**config.mk**
```make
export PLATFORM = sky130hd
export DESIGN_NAME = dhj_mac
export DESIGN_NICKNAME = d
export VERILOG_FILES = /design/src/rtl/dhj_pkg.sv /design/src/rtl/dhj_mac.sv
export SDC_FILE = /design/constraint.sdc
export NUM_CORES = 2
export LEC_CHECK = 0
export BUFFER_PORTS_ARGS = -buffer_cell sky130_fd_sc_hd__buf_2
export CAP_MARGIN = 30
export CORE_UTILIZATION = 35
export CTS_BUF_LIST = sky130_fd_sc_hd__clkbuf_4 sky130_fd_sc_hd__clkbuf_8
export CTS_CLUSTER_SIZE = 10
export DETAILED_ROUTE_END_ITERATION = 8
export GPL_ROUTABILITY_DRIVEN = 0
export GPL_TIMING_DRIVEN = 0
export PLACE_DENSITY_LB_ADDON = 0.05
export REMOVE_ABC_BUFFERS = 1
export SLEW_MARGIN = 20
export SYNTH_ARGS = -nofsm -noshare
export SYNTH_HDL_FRONTEND = slang
export SYNTH_SLANG_ARGS = --single-unit
```
**constraint.sdc**
```tcl
create_clock -name clk -period 9.25 [get_ports clk]
set_input_delay 0.4625 -clock clk [delete_from_list [all_inputs] [get_ports clk]]
set_output_delay 0.4625 -clock clk [all_outputs]
set_load 0.05 [all_outputs]
```
**src/rtl/dhj_pkg.sv**
```systemverilog
// Shared types and constants for the DH chain Jacobian block.
// Used by dhj_cordic, dhj_mac and dh_chain_jacobian; no dependencies.
package dhj_pkg;

  localparam int DW           = 32;   // matrix entry width, Q20
  localparam int TW           = 24;   // CORDIC datapath width
  localparam int ACW          = 64;   // product / accumulator width
  localparam int FRAC         = 20;
  localparam int CORDIC_STEPS = 20;
  localparam int NCOLS        = 7;
  localparam int NROWS        = 6;

  localparam logic signed [TW-1:0] CORDIC_GAIN = 24'sd636751;
  localparam logic signed [TW-1:0] PI_Q20      = 24'sd3294199;
  localparam logic signed [TW-1:0] HALF_PI_Q20 = 24'sd1647099;

  localparam logic signed [DW-1:0]  ONE_Q20  = 32'sd1048576;
  localparam logic signed [DW-1:0]  OUT_MAX  = 32'sd8388607;
  localparam logic signed [DW-1:0]  OUT_MIN  = -32'sd8388608;
  localparam logic signed [ACW-1:0] HALF_LSB = 64'sd524288;

  typedef enum logic [3:0] {
    S_IDLE, S_TH_GO, S_TH_WAIT, S_AL_GO, S_AL_WAIT, S_BP, S_BW,
    S_CMP, S_SKW, S_DRAIN, S_COL, S_EMIT
  } state_t;

  typedef enum logic [1:0] {MD_BUILD, MD_COMP, MD_SKEW} mode_t;

  typedef struct packed {
    mode_t      md;
    logic       first;
    logic       last;
    logic [1:0] r;
    logic [1:0] c;
    logic [2:0] e;
    logic       ecap;
  } tag_t;

  function automatic logic signed [TW-1:0] atan_lut(input logic [4:0] idx);
    logic signed [TW-1:0] v;
    case (idx)
      5'd0:  v = 24'sd823550;
      5'd1:  v = 24'sd486170;
      5'd2:  v = 24'sd256879;
      5'd3:  v = 24'sd130396;
      5'd4:  v = 24'sd65451;
      5'd5:  v = 24'sd32757;
      5'd6:  v = 24'sd16383;
      5'd7:  v = 24'sd8192;
      5'd8:  v = 24'sd4096;
      5'd9:  v = 24'sd2048;
      5'd10: v = 24'sd1024;
      5'd11: v = 24'sd512;
      5'd12: v = 24'sd256;
      5'd13: v = 24'sd128;
      5'd14: v = 24'sd64;
      5'd15: v = 24'sd32;
      5'd16: v = 24'sd16;
      5'd17: v = 24'sd8;
      5'd18: v = 24'sd4;
      5'd19: v = 24'sd2;
      default: v = '0;
    endcase
    return v;
  endfunction

endpackage

```
**src/rtl/dhj_mac.sv**
```systemverilog
// Shared multiply-accumulate unit: registered 32x32 product, then
// accumulate with Q20 round-half-up of the running sum. Depends on dhj_pkg.
module dhj_mac import dhj_pkg::*; (
  input  logic                 clk,
  input  logic                 rst,
  input  logic                 in_v,
  input  logic                 in_first,
  input  logic signed [DW-1:0] opa,
  input  logic signed [DW-1:0] opb,
  output logic                 out_v,
  output logic signed [DW-1:0] rnd_v
);

  logic signed [ACW-1:0] prod, acc, sum, tmp;
  logic                  pv, pfirst;

  always_ff @(posedge clk) begin
    if (rst) begin
      pv <= 1'b0;
    end else begin
      pv <= in_v;
    end
  end

  always_ff @(posedge clk) begin
    prod   <= ACW'(opa) * ACW'(opb);
    pfirst <= in_first;
    if (pv) begin
      acc <= sum;
    end
  end

  always_comb begin
    sum   = (pfirst ? '0 : acc) + prod;
    tmp   = (sum + HALF_LSB) >>> FRAC;
    rnd_v = DW'(tmp);
  end

  assign out_v = pv;

endmodule

```
# [After elaboration in Yosys (flattened, before gate mapping)]
# Cells that the tools add are included.
[op_classes] addsub=2 n_mul=1 n_mux=1
[op_table] cell="$add 64x64->64" n=1
[op_table] cell="$mul 32x32->64" n=1
[op_table] cell="$mux 64" n=1
[op_table] cell="$add 52x21->52 const B" n=1
[word_totals] register_bits=130 input_bits=68 output_inout_bits=33 wordCells=8

# [Logic depth before layout (Yosys ltp)]
[logic_depth] word_depth=3 ltp_mapped=31 mapped_depth_nobuf=30

# [Worst setup path after synthesis]
# No wires, ideal clock.
[synth_timing] path_type="input-to-reg" startpoint="input opb[8]" endpoint="register prod[47]" setup_ns=0.072 arrival_time_ns=7.326 t_required_ns=9.178 path_slack_ns=1.852 path_stages=27 n_path_buf=1 cell_sequence="clkbuf_1 -> nand2_1 -> fa_1 -> inv_1 -> fa_1 -> fa_1 -> inv_1 -> fa_1 -> inv_1 -> fa_1 -> inv_1 -> fa_1 -> inv_1 -> fa_1 -> fa_1 -> ha_1 -> a21o_1 -> a21o_1 -> a211o_1 -> nand3_1 -> o31ai_1 -> a221o_1 -> a41oi_1 -> a31oi_1 -> or3_1 -> a21oi_1 -> xnor2_1"
[synth_between] elab_chain_len=1
[synth_rtl] item="from (decl)" line="dhj_mac.sv:9" source="input logic signed [DW-1:0] opb,"
[synth_rtl] item="$mul 32x32->64" line="dhj_mac.sv:26" source="prod <= ACW'(opa) * ACW'(opb);"
[synth_rtl] item="to (signal assigned)" line="dhj_mac.sv:26"
[synth_rtl] item="to (decl)" line="dhj_mac.sv:14" source="logic signed [ACW-1:0] prod, acc, sum, tmp;"
# Every way passes these cells.
# A chain may end at the register's enable or synchronous reset.

# [Worst setup path after layout]
[layout_timing] startpoint="input opa[12]" endpoint="register prod[47]"
[layout_between] elab_chain_len=1
[layout_rtl] item="from (decl)" line="dhj_mac.sv:8" source="input logic signed [DW-1:0] opa,"
[layout_rtl] item="$mul 32x32->64" line="dhj_mac.sv:26"
# Every way passes these cells.

==> impl.org <==
** Run status
- Status :: finished, final reports clean

** Timing
- Setup repair after global routing left no endpoint under its margin.
- Post-route setup slack :: 967.7 ps
- For the final routed database, the setup TNS stands at 0 ps.
- Slew at the pin closest to its max-slew limit :: 1014 ps
- For this run, the top clock speed supported by timing is 120.7 MHz.
- Dividing the final minimum period by the clock period gives 0.8954.
- Measured against its own limit, the worst slew margin works out to 0.3243.
- The final number of hold-violating endpoints was 0.
- The number of max-slew violations in the final report is 0.
- Number of endpoints failing setup at the final stage :: 0
- Worst Skew :: 26.96 ps
- Final critical path time including I/O delays and setup :: 8282 ps

** Placed design
- PortBufs :: 100
- Number of cells in the design after placement :: 5427
- Summed over all nets, the half-perimeter wirelength after detailed placement is 89860 um.
- The placed instances occupy a cell area of 39810 sq um.
- Setup slack at placement :: 412.5 ps

** Worst setup path
- Classification of the worst setup path :: in -> reg
- The worst setup path is launched from an input port.
- Crit path top cell by count :: sky130_fd_sc_hd__fa_1
- Together, buffers and inverters on the worst path number 5.
- Top cell family by delay on the critical path :: adder cells
- Register-to-register setup slack :: 4520 ps
- Crit end category :: flop
- Along the worst path, the maximum fanout reaches 32.
- Crit path DAT :: 8640 ps
- At the worst endpoint, the required time is 9610 ps.
- In this design, the stage delay of the slowest critical-path cell is 690 ps.
- CP max-delay cell :: sky130_fd_sc_hd__buf_2

** Job
- The tool flagged a number of max-cap violations equal to 0.

** Floorplan
- For this configuration, the core starts out at a cell density of 0.3526.
- Floorplan Core Area :: 108700 sq um
- In this run the vertical extent of the chip is 332.9 um.
- In this run the horizontal extent of the chip is 332.9 um.
- Number of placed I/O pins :: 101
- Count of standard-cell rows :: 121
- The die covers 110800 sq um.

** Drt
- Total detailed-routing wirelength :: 115500 um
- Via count normalized by instance count :: 4.883
- Via total after detailed routing :: 26600
- Detailed-router iteration count before antenna repair :: 5
- Count of unresolved DRC violations after routing :: 0
- For this block, the initial DRC count from the detailed router was 1181.
- After detailed routing, the average wire length per cell comes to 21.21 um.
- In this run the remaining antenna-violating nets after routing total 0.

** CTS
- The H-tree generated during clock tree synthesis spans 3 levels.
- The clock reaches the later pin of the worst-skew pair after 440 ps.
- After clock tree synthesis, the clock-pin slew on the worst setup and hold paths is 120 ps.
- Once the clock tree was built, the setup fixing pass inserted 0 buffers.
- Clk buf depth :: 2
- Clock tree sinks :: 106
- TritonCTS clock tree :: built
- Cts bufs inserted :: 9
- Root buffer selected by CTS :: sky130_fd_sc_hd__clkbuf_8
- In this run, post-CTS hold repair placed 0 buffers.
- Count of instances resized after the clock tree is built :: 0

** Logic synthesis
- Average cell area after synthesis :: 9.284 sq um
- Cell types with the largest area share after synthesis :: sky130_fd_sc_hd__fa_1 48%, sky130_fd_sc_hd__inv_1 8.6%, sky130_fd_sc_hd__and2_1 8.2%
- Fraction of synthesized cell area taken by the top area cell type :: 0.4795
- The share of the Yosys chip area taken by registers is 0.06895.
- Asr flop ratio synth :: 0
- Synthesis produced 4128 cells.
- Dominant register cell in the synthesized netlist :: sky130_fd_sc_hd__dfxtp_1
- In this run, synthesis inferred 52 flip-flops with an integrated enable.
- Number of storage elements in the synthesis netlist :: 106
- The synthesized netlist contains 90 unique library cells.
- sky130_fd_sc_hd__fa_1 takes more of the synthesized area than any other cell.
- The cell area that synthesis handed to floorplanning was 38330 sq um.
- During synthesis, Yosys emitted a total of 0 warnings.

** GRT
- Global routing usage summed across all routing layers :: 0.2184
- Number of global-route vias before repair :: 29960
- The number of antenna violations at the first check in global routing came to 2.
- Maximum number of pins on one net before global-route repair :: 53
- After global routing the overflow that remains totals 0.
- Wire length of the first global-routing pass :: 184700 um

** Final layout
- Nets@finish :: 5234
- With fillers left out, the area of the finished cells amounts to 40050 sq um.
- Leaving out filler cells and counting taps, the final layout contains 5447.
- The area growth from synthesis to layout is 4.489%.
- Ratio of cells with drive above 1 in the final layout :: 0.03772

** Worst hold path
- Worst min path class :: in -> reg
[layout make-up]
type | count | area [sq um]
inverter | 873 | 3277
sequential | 106 | 2650
tap | 1414 | 1769
clock buffer | 9 | 123.9
multi-input combinational | 2931 | 31580
antenna | 3 | 7.507
timing repair buffer | 104 | 564.3
fill | 11340 | 68660
clock inverter | 7 | 76.32
[worst reg2reg max path: cells and delay by family (launching register included)]
kind	cells	cell delay, ps
compound gates	8	2320
simple gates	3	940
flops	1	770
fa+ha+maj	1	450
[placed cells by master (no fill, tap or decap), drive strengths merged, types with 4 or more instances in the layout]
cell type and count:
a2111oi 4, a211o 6, a211oi 10, a21boi 7, a21o 49, a21oi 94
a311oi 8, a31oi 6, and2 503, and3 20, and4 8, buf 104
clkbuf 9, clkinv 4, dfxtp 54, edfxtp 52, fa 918, ha 223
inv 875, mux2i 4, nand2 517, nand2b 23, nand3 41, nand4 22
nor2 51, nor2b 74, nor3 15, nor4 4, o211ai 14, o21a 16
o21ai 64, o21bai 13, o31ai 8, or2 6, or3 7, xnor2 114
xor2 33
[per-stage QoR]
step	util	hold slack (ps)
2_1_floorplan	-	490.2
3_3_place_gp	0.3658	521.8
3_5_place_dp	0.3662	523.9
4_1_cts	0.3681	68.66
5_1_grt	0.3684	91.74
6_report	0.3684	109.1
[per-layer routing]
layer	wire, um	part of all wire	track usage
met4	1301	0.011	0.02961
met1	56880	0.49	0.3205
met3	3222	0.028	0.01341
met2	54130	0.47	0.3613
met5	0	0	0
[logic make-up (layout without fill, tap and decap cells)]
family,after synthesis,count (layout),share of synthesized area
simple gates,1303,1303,0.1764
fa+ha+maj,1141,1141,0.5523
buf+inv,1091,993,0.1071
compound gates,335,335,0.05922
xor+xnor,147,147,0.03467
flops,106,106,0.06895
mux,5,5,0.001339
other cells,0,3,0
[synth_stat cells, types with 3 or more instances]
master	instances
sky130_fd_sc_hd__a2111oi_0	4
sky130_fd_sc_hd__nand3_1	41
sky130_fd_sc_hd__nand2_1	517
sky130_fd_sc_hd__o21bai_1	13
sky130_fd_sc_hd__fa_1	918
sky130_fd_sc_hd__o211ai_1	13
sky130_fd_sc_hd__nand4_1	20
sky130_fd_sc_hd__a41oi_1	3
sky130_fd_sc_hd__and4_1	8
sky130_fd_sc_hd__nor4_1	3
sky130_fd_sc_hd__o31a_1	3
sky130_fd_sc_hd__edfxtp_1	52
sky130_fd_sc_hd__nor2_1	51
sky130_fd_sc_hd__a311oi_1	7
sky130_fd_sc_hd__a31oi_1	5
sky130_fd_sc_hd__xor2_1	31
sky130_fd_sc_hd__a21boi_0	5
sky130_fd_sc_hd__a21oi_1	94
sky130_fd_sc_hd__dfxtp_1	54
sky130_fd_sc_hd__xnor2_1	112
sky130_fd_sc_hd__nor2b_1	73
sky130_fd_sc_hd__inv_1	873
sky130_fd_sc_hd__ha_1	223
sky130_fd_sc_hd__and3_1	20
sky130_fd_sc_hd__or2_2	5
sky130_fd_sc_hd__o21ai_0	58
sky130_fd_sc_hd__a211o_1	6
sky130_fd_sc_hd__clkbuf_1	211
sky130_fd_sc_hd__a21o_1	49
sky130_fd_sc_hd__o2111ai_1	3
sky130_fd_sc_hd__or3_1	7
sky130_fd_sc_hd__a211oi_1	8
sky130_fd_sc_hd__nand2b_1	23
sky130_fd_sc_hd__mux2i_1	4
sky130_fd_sc_hd__o31ai_1	8
sky130_fd_sc_hd__nor3_1	15
sky130_fd_sc_hd__o21a_1	16
sky130_fd_sc_hd__o21ai_1	4
sky130_fd_sc_hd__buf_2	5
sky130_fd_sc_hd__and2_1	502
[state kept, by name, indices dropped and copies added, names as in the netlist]
register and flops:
acc 52, out_v 1, prod 52, pfirst 1
[path summary, 6_finish.rpt]
check | from | end | cells past startpoint
max | opa[12] | prod[47] | 26
min | in_first | pfirst | 1
max reg2reg | pfirst | acc[51] | 12
min reg2reg | prod[0] | acc[0] | 1
Power is not shown: default switching activity piles up to over one toggle a cycle in this logic, so the estimate is an artifact.
