`config.mk`:
```
export PLATFORM = sky130hd
export DESIGN_NAME = dhj_cordic
export DESIGN_NICKNAME = d
export VERILOG_FILES = /design/src/rtl/dhj_pkg.sv /design/src/rtl/dhj_cordic.sv
export SDC_FILE = /design/constraint.sdc
export NUM_CORES = 1
export LEC_CHECK = 0
export ABC_CLOCK_PERIOD_IN_PS = 6700
export BUFFER_PORTS_ARGS = -buffer_cell sky130_fd_sc_hd__buf_2
export CAP_MARGIN = 15
export CORE_MARGIN = 1.5
export CORE_UTILIZATION = 45
export CTS_BUF_LIST = sky130_fd_sc_hd__clkbuf_4 sky130_fd_sc_hd__clkbuf_8 sky130_fd_sc_hd__clkbuf_16
export DETAILED_ROUTE_END_ITERATION = 16
export HOLD_SLACK_MARGIN = 0.15
export PLACE_DENSITY = 0.64
export SLEW_MARGIN = 25
export SYNTH_ARGS = -nofsm -noshare
export SYNTH_HDL_FRONTEND = slang
export SYNTH_SLANG_ARGS = --single-unit
```
`constraint.sdc`:
```
create_clock -name clk -period 6.7 [get_ports clk]
set_input_delay 1.005 -clock clk [delete_from_list [all_inputs] [get_ports clk]]
set_output_delay 1.005 -clock clk [all_outputs]
set_load 0.01 [all_outputs]
```
`src/rtl/dhj_pkg.sv`:
```
// Shared types and constants for the DH chain Jacobian block.
// Used by dhj_cordic, dhj_mac and dh_chain_jacobian; no dependencies.
package dhj_pkg;

  localparam int DW           = 32;   // matrix entry width, Q20
  localparam int TW           = 24;   // CORDIC datapath width
  localparam int ACW          = 64;   // product / accumulator width
  localparam int FRAC         = 20;
  localparam int CORDIC_STEPS = 20;
  localparam int NCOLS        = 7;
  localparam int NROWS        = 6;

  localparam logic signed [TW-1:0] CORDIC_GAIN = 24'sd636751;
  localparam logic signed [TW-1:0] PI_Q20      = 24'sd3294199;
  localparam logic signed [TW-1:0] HALF_PI_Q20 = 24'sd1647099;

  localparam logic signed [DW-1:0]  ONE_Q20  = 32'sd1048576;
  localparam logic signed [DW-1:0]  OUT_MAX  = 32'sd8388607;
  localparam logic signed [DW-1:0]  OUT_MIN  = -32'sd8388608;
  localparam logic signed [ACW-1:0] HALF_LSB = 64'sd524288;

  typedef enum logic [3:0] {
    S_IDLE, S_TH_GO, S_TH_WAIT, S_AL_GO, S_AL_WAIT, S_BP, S_BW,
    S_CMP, S_SKW, S_DRAIN, S_COL, S_EMIT
  } state_t;

  typedef enum logic [1:0] {MD_BUILD, MD_COMP, MD_SKEW} mode_t;

  typedef struct packed {
    mode_t      md;
    logic       first;
    logic       last;
    logic [1:0] r;
    logic [1:0] c;
    logic [2:0] e;
    logic       ecap;
  } tag_t;

  function automatic logic signed [TW-1:0] atan_lut(input logic [4:0] idx);
    logic signed [TW-1:0] v;
    case (idx)
      5'd0:  v = 24'sd823550;
      5'd1:  v = 24'sd486170;
      5'd2:  v = 24'sd256879;
      5'd3:  v = 24'sd130396;
      5'd4:  v = 24'sd65451;
      5'd5:  v = 24'sd32757;
      5'd6:  v = 24'sd16383;
      5'd7:  v = 24'sd8192;
      5'd8:  v = 24'sd4096;
      5'd9:  v = 24'sd2048;
      5'd10: v = 24'sd1024;
      5'd11: v = 24'sd512;
      5'd12: v = 24'sd256;
      5'd13: v = 24'sd128;
      5'd14: v = 24'sd64;
      5'd15: v = 24'sd32;
      5'd16: v = 24'sd16;
      5'd17: v = 24'sd8;
      5'd18: v = 24'sd4;
      5'd19: v = 24'sd2;
      default: v = '0;
    endcase
    return v;
  endfunction

endpackage

```
`src/rtl/dhj_cordic.sv`:
```
// Iterative rotation-mode CORDIC: sine and cosine of a Q15 angle, Q20 out.
// One micro-rotation per cycle. Depends on dhj_pkg.
module dhj_cordic import dhj_pkg::*; (
  input  logic                 clk,
  input  logic                 rst,
  input  logic                 go,
  input  logic signed [17:0]   ang,
  output logic                 done,
  output logic signed [TW-1:0] sin_v,
  output logic signed [TW-1:0] cos_v
);

  logic signed [TW-1:0] x, y, z, z0, dx, dy, at;
  logic                 neg, run;
  logic [4:0]           step;

  always_comb begin
    z0 = TW'({{(TW-18){ang[17]}}, ang} << 5);
    dx = y >>> step;
    dy = x >>> step;
    at = atan_lut(step);
  end

  always_ff @(posedge clk) begin
    if (rst) begin
      run  <= 1'b0;
      done <= 1'b0;
      step <= '0;
    end else begin
      done <= 1'b0;
      if (go) begin
        run  <= 1'b1;
        step <= '0;
        x    <= CORDIC_GAIN;
        y    <= '0;
        if (z0 > HALF_PI_Q20) begin
          z   <= z0 - PI_Q20;
          neg <= 1'b1;
        end else if (z0 < -HALF_PI_Q20) begin
          z   <= z0 + PI_Q20;
          neg <= 1'b1;
        end else begin
          z   <= z0;
          neg <= 1'b0;
        end
      end else if (run) begin
        if (z >= 0) begin
          x <= x - dx;
          y <= y + dy;
          z <= z - at;
        end else begin
          x <= x + dx;
          y <= y - dy;
          z <= z + at;
        end
        if (step == 5'(CORDIC_STEPS - 1)) begin
          run  <= 1'b0;
          done <= 1'b1;
        end else begin
          step <= step + 5'd1;
        end
      end
    end
  end

  assign sin_v = neg ? -y : y;
  assign cos_v = neg ? -x : x;

endmodule

```
# [After elaboration in Yosys (flattened, before gate mapping)]
# Memories as Yosys holds them, arrays and structs flattened. A register that Yosys moved wholly into a read port is not among the register bits.
# Cells that the tools add are included.
[word_totals] output_inout_bits=49 mem_count=1 reg_bits=80 inputBits=21 mem_bits_ro=640
[op_classes] magnitude_cmp=3 n_bitwise=3 reduce_logical=6 n_eq_ne=1 n_mux=18 shifts=2 addsub=11
[mem_list] memory="(no name shown)" words=32 word_bits=20 rd=1 rd_clocked_by_memory_dff=1 wr=0 line="dhj_pkg.sv:41" text="case (idx)"
[ops] cell="$mux 24" count=11
[ops] cell="$add 24x24->24" count=3
[ops] cell="$sub 24x24->24" count=3
[ops] cell="$neg 24->24" count=2
[ops] cell="$sshr 24x5->24" count=2
[ops] cell="$add 23x23->24 const B" count=1
[ops] cell="$ge 24x1->1 const B" count=1
[ops] cell="$sub 23x23->24 const B" count=1
[ops] cell="$gt 23x22->1 const B" count=1
[ops] cell="$lt 23x22->1 const B" count=1
[ops] cell="$mux 5" count=2
[ops] cell="$reduce_and 2->1" count=3
[ops] cell="$add 5x1->5 const B" count=1
[ops] cell="$eq 5x5->1 const B" count=1
[ops] cell="$mux 1" count=5
[ops] cell="$not 1->1" count=3
[ops] cell="$reduce_or 3->1" count=1
[ops] cell="$reduce_bool 2->1" count=1
[ops] cell="$reduce_or 2->1" count=1

# [Logic depth before layout (Yosys ltp)]
[logic_depth] depth_word=5 ltp_mapped=23 mapped_depth_nobuf=19

# [Worst setup path before layout]
# Ideal clock, no wire load.
[synth_path] path_kind="in2reg" start="input port go" end="register x[0], enable pin" setup_ns=0.502 arrival_ns=4.896 setup_slack_ns=1.302 path_stages=5 n_path_buf=3 cell_sequence="clkbuf_1 -> clkbuf_1 -> clkbuf_1 -> nor2_1 -> nor2_1"
[synth_between] elab_chain_len=2
[synth_rtl] element="from (decl)" line="dhj_cordic.sv:6" text="input logic go,"
[synth_rtl] element="$reduce_bool 2->1 (no source line)"
[synth_rtl] element="$reduce_and 2->1 (no source line)"
[synth_rtl] element="to (signal assigned)" line="dhj_cordic.sv:48" text="x <= x - dx;"
[synth_rtl] element="to (signal assigned)" line="dhj_cordic.sv:52" text="x <= x + dx;"
[synth_rtl] element="to (decl)" line="dhj_cordic.sv:13" text="logic signed [TW-1:0] x, y, z, z0, dx, dy, at;"
# No other way between the ends.
# A chain may end at the register's enable or synchronous reset.

# [Final worst setup path]
[layout_path] start="register step[1]" end="register x[23] (data pin)"
[layout_between] elab_chain_len=4 elab_cells_between_ends=5
[layout_rtl] element="from (decl)" line="dhj_cordic.sv:15" text="logic [4:0] step;"
[layout_rtl] element="from (signal assigned)" line="dhj_cordic.sv:60" text="step <= step + 5'd1;"
[layout_rtl] element="$sshr 24x5->24 (*)" line="dhj_cordic.sv:19" text="dx = y >>> step;"
[layout_rtl] element="$add 24x24->24 or $sub 24x24->24 (tied branches)" line="dhj_cordic.sv:52, dhj_cordic.sv:48"
[layout_rtl] element="$mux 24 (*)" line="dhj_cordic.sv:47" text="if (z >= 0) begin"
[layout_rtl] element="$mux 24 (*)" line="dhj_cordic.sv:46" text="end else if (run) begin"
# Mark *: on every way between the ends. The rest lies on a longest branch, timed or not. The select of a mux whose other input is x is not followed.

==> impl_metrics.py <==
metrics = {
    "run_status": {
        "status": "finished clean",
    },
    "grt": {
        "use_met3_pct": 2.73,
        "use_met1_pct": 31.7,
        "grt_pass1_wl_um": 59700,
        "antenna_found_initial": 0,
        "grt_pass1_vias": 11300,
        "overflow": 0,
        "use_met2_pct": 41.3,
        "grt_use_total_pct": 24.5,
        "grt-busiest-layer": "met2",
        "grt_max_degree": 70,
    },
    "power": {
        "p_seq_share_pct": 25.5,
        "power_density_nw_per_um2": 331,
        "peakVddDrop_mv": 0.136,
        "swShare_pct": 46.7,
        "internal-power_w": 0.00247,
        "power.net_switching_w": 0.00216,
        "p_leak_nw": 5.42,
        "comb_power_share_pct": 62.8,
        "p_clk_share_pct": 11.7,
    },
    "floorplan": {
        "die-area_sq_um": 30300,
        "core_sq_um": 28800,
        "io_pins": 70,
        "die_y_um": 174,
        "num_rows": 62,
        "die_width_um": 174,
        "initial_core_util_pct": 45.8,
    },
    "setup_path": {
        "cp.depth": 16,
        "regToRegStartpoint": "step[1]$_SDFFE_PP0P_",
        "rr_endpoint": "x[23]$_SDFFCE_PP0P_",
        "critPathBufInv": 1,
        "slowest_stage": "dfxtp_2",
        "max_stage_delay_ps": 770,
        "crit_start": "step[1]$_SDFFE_PP0P_",
        "cp_data_required_time_ps": 6920,
        "arrival_ps": 6250,
        "worstPathCellList": "buf_12, mux4_1, mux2i_1, nor2_1, a221o_1, or3_1, o21a_1, xnor2_1, ha_1, nand4_1, a2111oi_0, o21ai_0, a211o_1, and3_1, or3_1, mux2i_1",
        "crit_type": "reg2reg",
        "path_max_fanout": 43,
        "critical_path.startpoint_type": "flip-flop",
        "crit_end": "x[23]$_SDFFCE_PP0P_",
        "cp-end-kind": "flip-flop",
        "crit_family": "compound AO/OA/AOI/OAI gates",
        "r2r_setup_slack_ps": 670,
        "r2r.worst_path.cells": 16,
    },
    "synthesis": {
        "synth.yosys.warnings": 0,
        "ys_top_cells_by_area": "edfxtp_1 17%, ha_1 8.9%, mux4_2 7.2%",
        "synth-main-ff-cell": "edfxtp_1",
        "synth_top_area_cell": "edfxtp_1",
        "synth_top_area_share_pct": 16.6,
        "ys_ff_latch": 100,
        "synth_edf_count": 73,
        "avgSynthCellArea_sq_um": 8.40,
        "synth-async-reset-ratio_pct": 0,
        "synth_cells": 1568,
        "synth-seq-area-share_pct": 20.7,
        "synth_fp_nets": 1686,
        "synth_cell_types": 85,
        "syn-cell-area_sq_um": 13200,
    },
    "finish": {
        "drive_above_1_share_pct": 13.3,
        "final_cell_mix": "163 x nand2_1, 143 x nor2_1, 105 x o21ai_0",
        "n_antenna_cell": 0,
        "final_nets": 1680,
        "fin_area_sq_um": 14000,
        "area_growth_pct": 6.15,
        "final_common_cell": "nand2_1",
        "final_core_util_pct": 48.6,
        "fillerInstances": 2814,
        "fin_cells": 1951,
    },
    "sta": {
        "hold_viol": 0,
        "hold_ws_ps": 537,
        "fmax_mhz": 166,
        "rsz0062_at_grt": "false",
        "drv_slew": 0,
        "slew_headroom_pct": 34.9,
        "clock_skew_ps": 16.3,
        "min_period_ps": 6030,
        "setup_tns_ps": 0,
        "setup-violations-final": 0,
        "min_period_over_period_pct": 90.0,
        "worst_pin_slew_ps": 969,
    },
    "flow_run": {
        "drv_cap": 0,
    },
    "cts": {
        "cts_buffer_depth": 2,
        "cts_tree": "done",
        "ctsHoldBuffers": 0,
        "insertion_delay_ps": 370,
        "htree_levels": 3,
        "clock-sinks": 100,
        "clockRootBuffer": "clkbuf_16",
        "clk_pin_slew_ps": 80,
        "postCtsSetupBuffers": 0,
        "ctsResizeCount": 0,
        "cts_buffers": 9,
    },
    "drt": {
        "ant_nets": 0,
        "drc": 0,
        "detail_route.wirelength_um": 37400,
        "post_drt_wl_per_cell_um": 19.2,
        "vias": 12100,
        "first_pass_iters": 5,
        "viasPerCell": 6.22,
        "drt-initial-drc-count": 1203,
    },
    "placement": {
        "routabilityCongestion": 0.934,
        "hpwlAfterDp_um": 27800,
        "io_buffers": 69,
        "dpl_cell_area_sq_um": 13700,
        "dp_cells": 1935,
    },
    "worst_hold_path": {
        "hp-class": "reg2reg",
        "min_path_cells": 2,
        "min_from": "run$_SDFF_PP0_",
    },
}
[kinds of logic after synthesis]
family / after synthesis / synth area share, %
xor gates and xnor gates: 174 / 11.7
adders and majority gates: 97 / 9.38
AOI/OAI and AO/OA: 434 / 21.8
muxes: 114 / 13.6
and+or+nand+nor: 501 / 17.9
buffers and inverters: 148 / 4.87
DFF: 100 / 20.7
[worst min-delay path: stages (launching register included)]
cell and delay (ps):
dfxtp_1 360, nand2_1 70, nor2_1 60
[worst min-delay path by stage]
stage	slack (ps)	to
after floorplan	460	done$_SDFF_PP0_
after global placement	530	done$_SDFF_PP0_
after detailed placement	530	done$_SDFF_PP0_
after CTS	540	done$_SDFF_PP0_
after global routing	570	done$_SDFF_PP0_
final	540	done$_SDFF_PP0_
[through the flow]
step | setup WS, ps | power, W
after floorplan | 1300 | 0.00337
after global placement | 1020 | 0.00403
after detailed placement | 817 | 0.00406
after CTS | 789 | 0.00462
after global routing | 366 | 0.00501
final | 670 | 0.00463
[registers in the layout (all words and copies together), names as in the netlist]
signal and flops:
z 24, run 1, done 1, y 24, x 24, step 5, neg 1, at 20
[cell type report]
type | count | area, sq um | share of cell area [%]
multi-input cells | 1320 | 9810 | 70.1
flip-flops and latches | 100 | 2740 | 19.6
repair buffers | 87 | 505 | 3.61
well taps | 384 | 480 | 3.44
clock buffers | 11 | 246 | 1.76
inverters | 44 | 165 | 1.18
clock inverters | 5 | 41.3 | 0.295
[cells in the mapped netlist, types with 5 or more instances]
library cell,number
a211oi_1,14
a21boi_0,6
a21o_1,34
a21oi_1,90
a221o_1,6
a221oi_1,8
a22oi_1,6
a31o_2,5
a31oi_1,20
a32oi_1,6
and2_1,6
and3_1,10
buf_1,12
buf_2,17
buf_6,7
clkbuf_1,64
dfxtp_1,27
edfxtp_1,73
ha_1,94
inv_1,40
mux2_2,24
mux2i_1,40
mux4_1,6
mux4_2,42
nand2_1,163
nand2b_1,29
nand3_1,31
nand3b_1,6
nand4_1,8
nor2_1,144
nor2b_1,13
nor3_1,27
nor4_1,8
o2111ai_1,5
o211ai_1,27
o21a_1,17
o21ai_0,105
o31ai_1,23
o41ai_1,15
or2_2,12
or3_1,19
or4_1,9
xnor2_1,97
xor2_1,76
[layer usage]
metal  part of all wire [%]  vias up
met2                     47      477
met5                      0        -
li1                       -     5811
met4                    4.5        0
met3                    5.7      100
met1                     43     5746
[power by group through the flow]
stage                     logic (W)  registers [W]  clock network [W]
after floorplan             0.00241       0.000960                  0
after global placement      0.00285        0.00118                  0
after detailed placement    0.00287        0.00118                  0
after CTS                   0.00289        0.00117           0.000553
after global routing        0.00325        0.00119           0.000572
final                       0.00291        0.00118           0.000542
Note: power is estimated with default switching activity, not from simulation.
